## src/rtl/dvli_pkg.sv

```systemverilog
// shared constants and types for the delayed value linear interpolator
`default_nettype none
package dvli_pkg;
    localparam int TIME_ENTRIES = 256;
    localparam int VALUE_ROWS   = 4096;
    localparam int STAGES       = 4;
    localparam int TIME_AW      = $clog2(TIME_ENTRIES);
    localparam int STAGE_W      = 2;
    localparam int VAL_AW       = $clog2(VALUE_ROWS * STAGES);
    localparam int ROW_W        = 12;
    localparam int CNT_W        = 9;

    localparam logic [1:0] CMD_TIME  = 2'd0;
    localparam logic [1:0] CMD_VALUE = 2'd1;
    localparam logic [1:0] CMD_QUERY = 2'd2;

    localparam logic [1:0] REG_STRIDE_EN = 2'd0;
    localparam logic [1:0] REG_STRIDE    = 2'd1;

    typedef struct packed {
        logic        start;
        logic [63:0] mag;
        logic [63:0] dt;
        logic [63:0] span;
    } dvli_mdreq_t;
endpackage
`default_nettype wire

```

## src/rtl/dvli_muldiv.sv

```systemverilog
// multi-cycle 64x64 multiply then 128/64 restoring divide
`default_nettype none
module dvli_muldiv (
    input  wire logic                  clk,
    input  wire logic                  rst_n,
    input  wire dvli_pkg::dvli_mdreq_t req,
    output logic                       done,
    output logic [63:0]                quot
);
    localparam logic [2:0] MS_IDLE = 3'd0;
    localparam logic [2:0] MS_MUL  = 3'd1;
    localparam logic [2:0] MS_DIV  = 3'd2;
    localparam logic [2:0] MS_DONE = 3'd3;

    logic [2:0]   state_reg, state_next;
    logic [6:0]   cnt_reg, cnt_next;
    logic [63:0]  a_reg, b_reg, d_reg, rem_reg, lo_reg, q_reg;
    logic [127:0] acc_reg;
    logic [63:0]  a_next, b_next, d_next, rem_next, lo_next, q_next;
    logic [127:0] acc_next;
    logic [63:0]  pp;
    logic [64:0]  sh;

    assign done = (state_reg == MS_DONE);
    assign quot = q_reg;

    always_comb
    begin
        state_next = state_reg;
        cnt_next = cnt_reg;
        a_next = a_reg;
        b_next = b_reg;
        d_next = d_reg;
        rem_next = rem_reg;
        lo_next = lo_reg;
        q_next = q_reg;
        acc_next = acc_reg;
        pp = 64'(a_reg[31:0] * b_reg[31:0]);
        sh = {rem_reg, lo_reg[63]};
        case (state_reg)
            MS_IDLE:
            begin
                if (req.start)
                begin
                    a_next = req.mag;
                    b_next = req.dt;
                    d_next = req.span;
                    acc_next = '0;
                    cnt_next = '0;
                    state_next = MS_MUL;
                end
            end
            MS_MUL:
            begin
                // one 32x32 partial product per cycle: lo*lo, lo*hi, hi*lo, hi*hi
                acc_next = acc_reg + ({64'd0, pp} << {cnt_reg[0], 5'd0} << {cnt_reg[1], 5'd0});
                if (cnt_reg[1:0] != 2'd3)
                begin
                    b_next = {b_reg[31:0], b_reg[63:32]};
                end
                if (cnt_reg[1:0] == 2'd1)
                begin
                    a_next = {a_reg[31:0], a_reg[63:32]};
                end
                cnt_next = cnt_reg + 7'd1;
                if (cnt_reg[1:0] == 2'd3)
                begin
                    rem_next = acc_next[127:64];
                    lo_next = acc_next[63:0];
                    q_next = '0;
                    cnt_next = '0;
                    state_next = MS_DIV;
                end
            end
            MS_DIV:
            begin
                lo_next = {lo_reg[62:0], 1'b0};
                if (sh >= {1'b0, d_reg})
                begin
                    rem_next = 64'(sh - {1'b0, d_reg});
                    q_next = {q_reg[62:0], 1'b1};
                end
                else
                begin
                    rem_next = sh[63:0];
                    q_next = {q_reg[62:0], 1'b0};
                end
                cnt_next = cnt_reg + 7'd1;
                if (cnt_reg == 7'd63)
                begin
                    state_next = MS_DONE;
                end
            end
            MS_DONE:
            begin
                state_next = MS_IDLE;
            end
            default:
            begin
                state_next = MS_IDLE;
            end
        endcase
    end

    always_ff @(posedge clk or negedge rst_n)
    begin
        if (!rst_n)
        begin
            state_reg <= MS_IDLE;
            cnt_reg <= '0;
        end
        else
        begin
            state_reg <= state_next;
            cnt_reg <= cnt_next;
        end
    end

    always_ff @(posedge clk)
    begin
        a_reg <= a_next;
        b_reg <= b_next;
        d_reg <= d_next;
        rem_reg <= rem_next;
        lo_reg <= lo_next;
        q_reg <= q_next;
        acc_reg <= acc_next;
    end
endmodule
`default_nettype wire

```

## config.mk

```make
export PLATFORM = sky130hd
export DESIGN_NAME = dvli_muldiv
export DESIGN_NICKNAME = d
export VERILOG_FILES = /design/src/rtl/dvli_pkg.sv /design/src/rtl/dvli_muldiv.sv
export SDC_FILE = /design/constraint.sdc
export NUM_CORES = 2
export LEC_CHECK = 0
export ABC_AREA = 0
export BUFFER_PORTS_ARGS = -buffer_cell sky130_fd_sc_hd__buf_2
export CAP_MARGIN = 25
export CORE_MARGIN = 2
export CORE_UTILIZATION = 25
export CTS_CLUSTER_DIAMETER = 80
export DETAILED_ROUTE_END_ITERATION = 12
export SYNTH_ARGS = -nofsm -noshare
export SYNTH_HDL_FRONTEND = slang
export SYNTH_SLANG_ARGS = --single-unit
```

## constraint.sdc

```tcl
create_clock -name clk -period 21.3 [get_ports clk]
set_clock_uncertainty 0.2 [all_clocks]
set_input_delay 3.195 -clock clk [delete_from_list [all_inputs] [get_ports clk]]
set_output_delay 3.195 -clock clk [all_outputs]
set_load 0.02 [all_outputs]
```

# [Yosys cells after proc, flatten, opt, wreduce, memory -nomap -nowiden]
# Index checks and enable logic that the tools add are counted.
# W data, S select, Z words.
[word_totals] regBits=522 in_bits=195 output_inout_bits=65
[op_classes] add_sub_neg=3 mul=1 order_cmp=1 n_eq_ne=12 shifts=2 mux=23 n_reduce_logical=11
[ops] op="$pmux W64 S2" n=5
[ops] op="$mux W64" n=8
[ops] op="$pmux W128 S2" n=1
[ops] op="$add A128 B128 Y128" n=1
[ops] op="$mux W128" n=1
[ops] op="$shl A128 B6 Y128" n=1
[ops] op="$shl A64 B6 Y128" n=1
[ops] op="$ge A65 B64 Y1" n=1
[ops] op="$mul A32 B32 Y64" n=1
[ops] op="$sub A64 B64 Y64" n=1
[ops] op="$pmux W7 S3" n=1
[ops] op="$mux W7" n=2
[ops] op="$ne A2 B2 Y1 const B" n=6
[ops] op="$mux W3" n=3
[ops] op="$pmux W3 S3" n=1
[ops] op="$reduce_and A3 Y1" n=3
[ops] op="$reduce_and A2 Y1" n=4
[ops] op="$add A7 B1 Y7 const B" n=1
[ops] op="$eq A7 B6 Y1 const B" n=1
[ops] op="$eq A3 B2 Y1 const B" n=2
[ops] op="$reduce_bool A2 Y1" n=2
[ops] op="$eq A3 B1 Y1 const B" n=1
[ops] op="$logic_not A3 Y1" n=1
[ops] op="$reduce_bool A3 Y1" n=1
[ops] op="other kinds (3)" n=3

# [Depth between registers and ports, before layout]
[logic_depth] ltp_word=6 ltp_mapped=46 ltp_nobuf=43

# [Worst setup path after synthesis]
# OpenSTA, ideal clock, no wires.
[synth_timing] kind="reg-to-reg" startpoint="register state_reg[0]" endpoint="register lo_reg[0] (enable)" arrival_ns=14.656 setup_slack_ns=5.435 path_stages_with_launch=7 path_buffers=2 period_less_slack_ns=15.865 cell_sequence="dfrtp_1 > inv_1 > ha_1 > clkbuf_1 > inv_1 > clkbuf_1 > o21ai_0"
[synth_between] elab_chain_cells=3 word_cells_on_any_way=5
[synth_lines] item="start: declaration" line="dvli_muldiv.sv:15" text="logic [2:0] state_reg, state_next;"
[synth_lines] item="start signal: assignment" line="dvli_muldiv.sv:114" text="state_reg <= state_next;"
[synth_lines] item="$eq A3 B1 Y1 or $eq A3 B2 Y1 (tied branches)" line="dvli_muldiv.sv:40" text="case (state_reg)"
[synth_lines] item="$ne A2 B2 Y1 (no source line) or $reduce_bool A2 Y1 (tied branches)"
[synth_lines] item="$reduce_and A2 Y1 (no source line) *"
[synth_lines] item="end signal: assignment" line="dvli_muldiv.sv:125" text="lo_reg <= lo_next;"
[synth_lines] item="end: declaration" line="dvli_muldiv.sv:17" text="logic [63:0] a_reg, b_reg, d_reg, rem_reg, lo_reg, q_reg;"
# Every way passes the cells marked *; elsewhere a longest branch is shown, timed or not.
# A chain may end at the register's enable or synchronous reset.

# [Final worst setup path]
[layout_timing] startpoint="register b_reg[6]" endpoint="register rem_reg[60], data pin"
[layout_between] elab_chain_cells=6
[layout_lines] item="start: declaration" line="dvli_muldiv.sv:17"
[layout_lines] item="start signal: assignment" line="dvli_muldiv.sv:122" text="b_reg <= b_next;"
[layout_lines] item="$mul A32 B32 Y64" line="dvli_muldiv.sv:38" text="pp = 64'(a_reg[31:0] * b_reg[31:0]);"
[layout_lines] item="$shl A64 B6 Y128" line="dvli_muldiv.sv:56" text="acc_next = acc_reg + ({64'd0, pp} << {cnt_reg[0], 5'd0} << {cnt_reg[1], 5'd0});"
[layout_lines] item="$shl A128 B6 Y128" line="dvli_muldiv.sv:56"
[layout_lines] item="$add A128 B128 Y128" line="dvli_muldiv.sv:56"
[layout_lines] item="$mux W64" line="dvli_muldiv.sv:66" text="if (cnt_reg[1:0] == 2'd3)"
[layout_lines] item="$pmux W64 S2" line="dvli_muldiv.sv:40"
[layout_lines] item="net rem_next[60]" line="dvli_muldiv.sv:19" text="logic [63:0] a_next, b_next, d_next, rem_next, lo_next, q_next;"
[layout_lines] item="end signal: assignment" line="dvli_muldiv.sv:124" text="rem_reg <= rem_next;"
[layout_lines] item="end: declaration" line="dvli_muldiv.sv:17"
# The timed path passes the listed nets, and every way through them passes these cells. The select of a mux whose other input is x is not followed.

==> impl_results.md <==
* Most used cell, CP: fa_1
* Crit Path Class: flop to flop
* Worst-skew pair later-pin latency at 0.77 ns
* EDFF count, synth at 512
* Syn Area/Cell at 9.45 sq um
* # port buffers at 259
* Final Hold Vio Count at 0
* Crit. End Element: flop
* Root Driver: clkbuf_16
* Synth Instances at 7094
* Worst path max stage delay at 0.78 ns
* Fmax at 72.8 MHz
* Sink Count at 521
* Yosys top cell area share at 0.268
* Slew @ Worst Pin at 1.23 ns
* Post-Syn Nets at 8649
* Register area share after synthesis at 0.233
* Post_cts resized at 0
* Synth top area cells: fa_1 (27%), edfxtp_1 (23%), ha_1 (8.6%)
* Die X at 522 microns
* Tcrit/Tclk final at 0.645
* Dpl hpwl at 165 mm
* Vias after detailed routing at 51563
* Post-route setup TNS at 0 ns
* Yosys reg bits at 521
* RSZ-0062 raised after global routing: false
* CTS tree: done
* GR Overflow Total at 0
* Max-slew headroom at 0.172
* Die height at 522 microns
* Vias in the first global route at 54996
* Max reg flops at 128
* Max-Cap Viols at 0
* Largest net degree at the start of global routing at 115
* Post-CTS setup buffer count at 0
* WL/cell at 19.8 microns
* Outcome: complete, no violations
* Remaining antenna violation count after routing at 0
* Final setup viols at 0
* Global-route wire length before repair at 330 mm
* H-Tree Depth at 3
* Yosys cell types at 85
* DR vias/cell at 4.79
* Max stage delay cell, worst path: nor4_1
* Commonest non-fill, non-tap cells in the layout: inv_1 (990), fa_1 (898), nand2_1 (753)
* Worst-path fanout max at 32
* Maximum root-to-sink buffer count at 4
* P&R area growth vs syn at 11.6%
* DRC at 0
* WL final at 213 mm
* Most common cell after layout, fill and taps aside: inv_1
* Number of max-slew violations in the final report at 0
* DIE AREA at 272000 sq um
* Ports at 260
* Top FF cell, synth: edfxtp_1
* Fin crit period at 13.74 ns
* DRT iter0 DRCs at 3596
* Final nets at 8705
* Ys Warns at 0
* Syn Std Cell Area at 67100 sq um
* Hold_buf cts at 0
* Initial antenna violation count at 31
* Row cnt at 190
* Leading area contributor after synthesis: fa_1
* Min-delay worst type: flop to flop
* Proportion of layout cells with a drive suffix above 1 at 0.0952
* RePlAce Congestion at 0.984
* CP required at 21.56 ns
* Clock-pin slew on the worst setup and hold paths at 0.06 ns
* Startpoint types: flop
* Arr. time, crit path at 14.01 ns
* Asr flop ratio synth at 0.0173
* GRT Util Overall at 0.156
* Core ar. at 267000 sq um
* Starting Density at 0.251
* Cts bufs inserted at 81
* Pre-antenna DRT Iters at 6
-- cell families after synthesis --
group	after synthesis	share of synthesized area
compound gates	1209	0.112
simple gates	2197	0.162
xor+xnor	243	0.0317
fa+ha+maj	1360	0.354
buf+inv	1387	0.0781
mux	177	0.0292
flops	521	0.233
-- routing by layer --
metal,up-vias,track usage,share of wire
met2,1690,0.263,0.48
met4,18,0.0585,0.040
met1,26165,0.199,0.42
li1,23279,-,-
met5,-,0,0.00059
met3,411,0.0254,0.061
-- Yosys cell counts (5+ instances only) --
master     count
inv_1        991
fa_1         898
nand2_1      753
and2_1       723
edfxtp_1     512
ha_1         462
nor2_1       388
clkbuf_1     379
a21oi_1      376
o21ai_0      310
a21o_1       169
mux2_2       151
xnor2_1      146
xor2_1        97
nand4_1       90
o21bai_1      57
nand3_1       51
o21a_1        42
nand2b_1      38
nor3_1        38
o22ai_1       31
and3_1        29
a31oi_1       28
nor2b_1       28
mux2i_1       26
o211ai_1      24
a211oi_1      21
o31ai_1       20
a21boi_0      13
or3_1         13
a221oi_1      12
or2_2         12
nor4_1        11
a22o_1         9
buf_2          9
dfrtp_1        9
o21ai_1        9
o31a_1         9
a211o_1        8
a221o_1        6
a41oi_1        6
o2111ai_1      6
a311oi_1       5
or4_1          5
-- final cells by class --
cell class,count,area [sq um]
clock inverter,46,504
tap,3552,4440
multi-input combinational,5186,46300
clock buffer,91,2110
timing repair buffer,367,2120
fill,28277,193000
antenna,14,35.0
sequential,521,15600
inverter,993,3730
-- path summary, 6_finish.rpt --
check                                       startpoint                        to  slack, ns  cells past startpoint
worst min-delay path            cnt_reg[5]$_DFFE_PN0P_    cnt_reg[5]$_DFFE_PN0P_       0.28                      1
max in group asynchronous                        rst_n  state_reg[0]$_DFFE_PN0P_      18.61                      1
worst min register to register  cnt_reg[5]$_DFFE_PN0P_    cnt_reg[5]$_DFFE_PN0P_       0.28                      1
worst max register to register      b_reg[6]$_DFFE_PP_     rem_reg[60]$_DFFE_PP_       7.56                     39
min in group asynchronous                        rst_n    cnt_reg[1]$_DFFE_PN0P_       2.08                      1
worst max-delay path                b_reg[6]$_DFFE_PP_     rem_reg[60]$_DFFE_PP_       7.56                     39
-- metrics by stage --
stage	hold WS, ns	utilization	worst slack, ns	cell area [sq um]	cells
final	0.284	0.280	7.56	74800	10770
after global placement	0.262	0.270	7.60	72100	10613
after global routing	0.305	0.280	6.94	74800	10765
after floorplan	0.247	-	5.43	67100	7094
after CTS	0.281	0.279	7.48	74700	10752
after detailed placement	0.273	0.270	7.49	72100	10615
-- worst max-delay path, delay by kind of cell, from the launching register on --
kind | cells | cell delay [ns]
fa+ha+maj | 10 | 4.62
flops | 1 | 0.36
buf+inv | 3 | 0.52
compound gates | 18 | 4.45
xor+xnor | 1 | 0.74
simple gates | 7 | 2.45
Power is not shown: default switching activity piles up to over one toggle a cycle in this logic, so the estimate is an artifact.
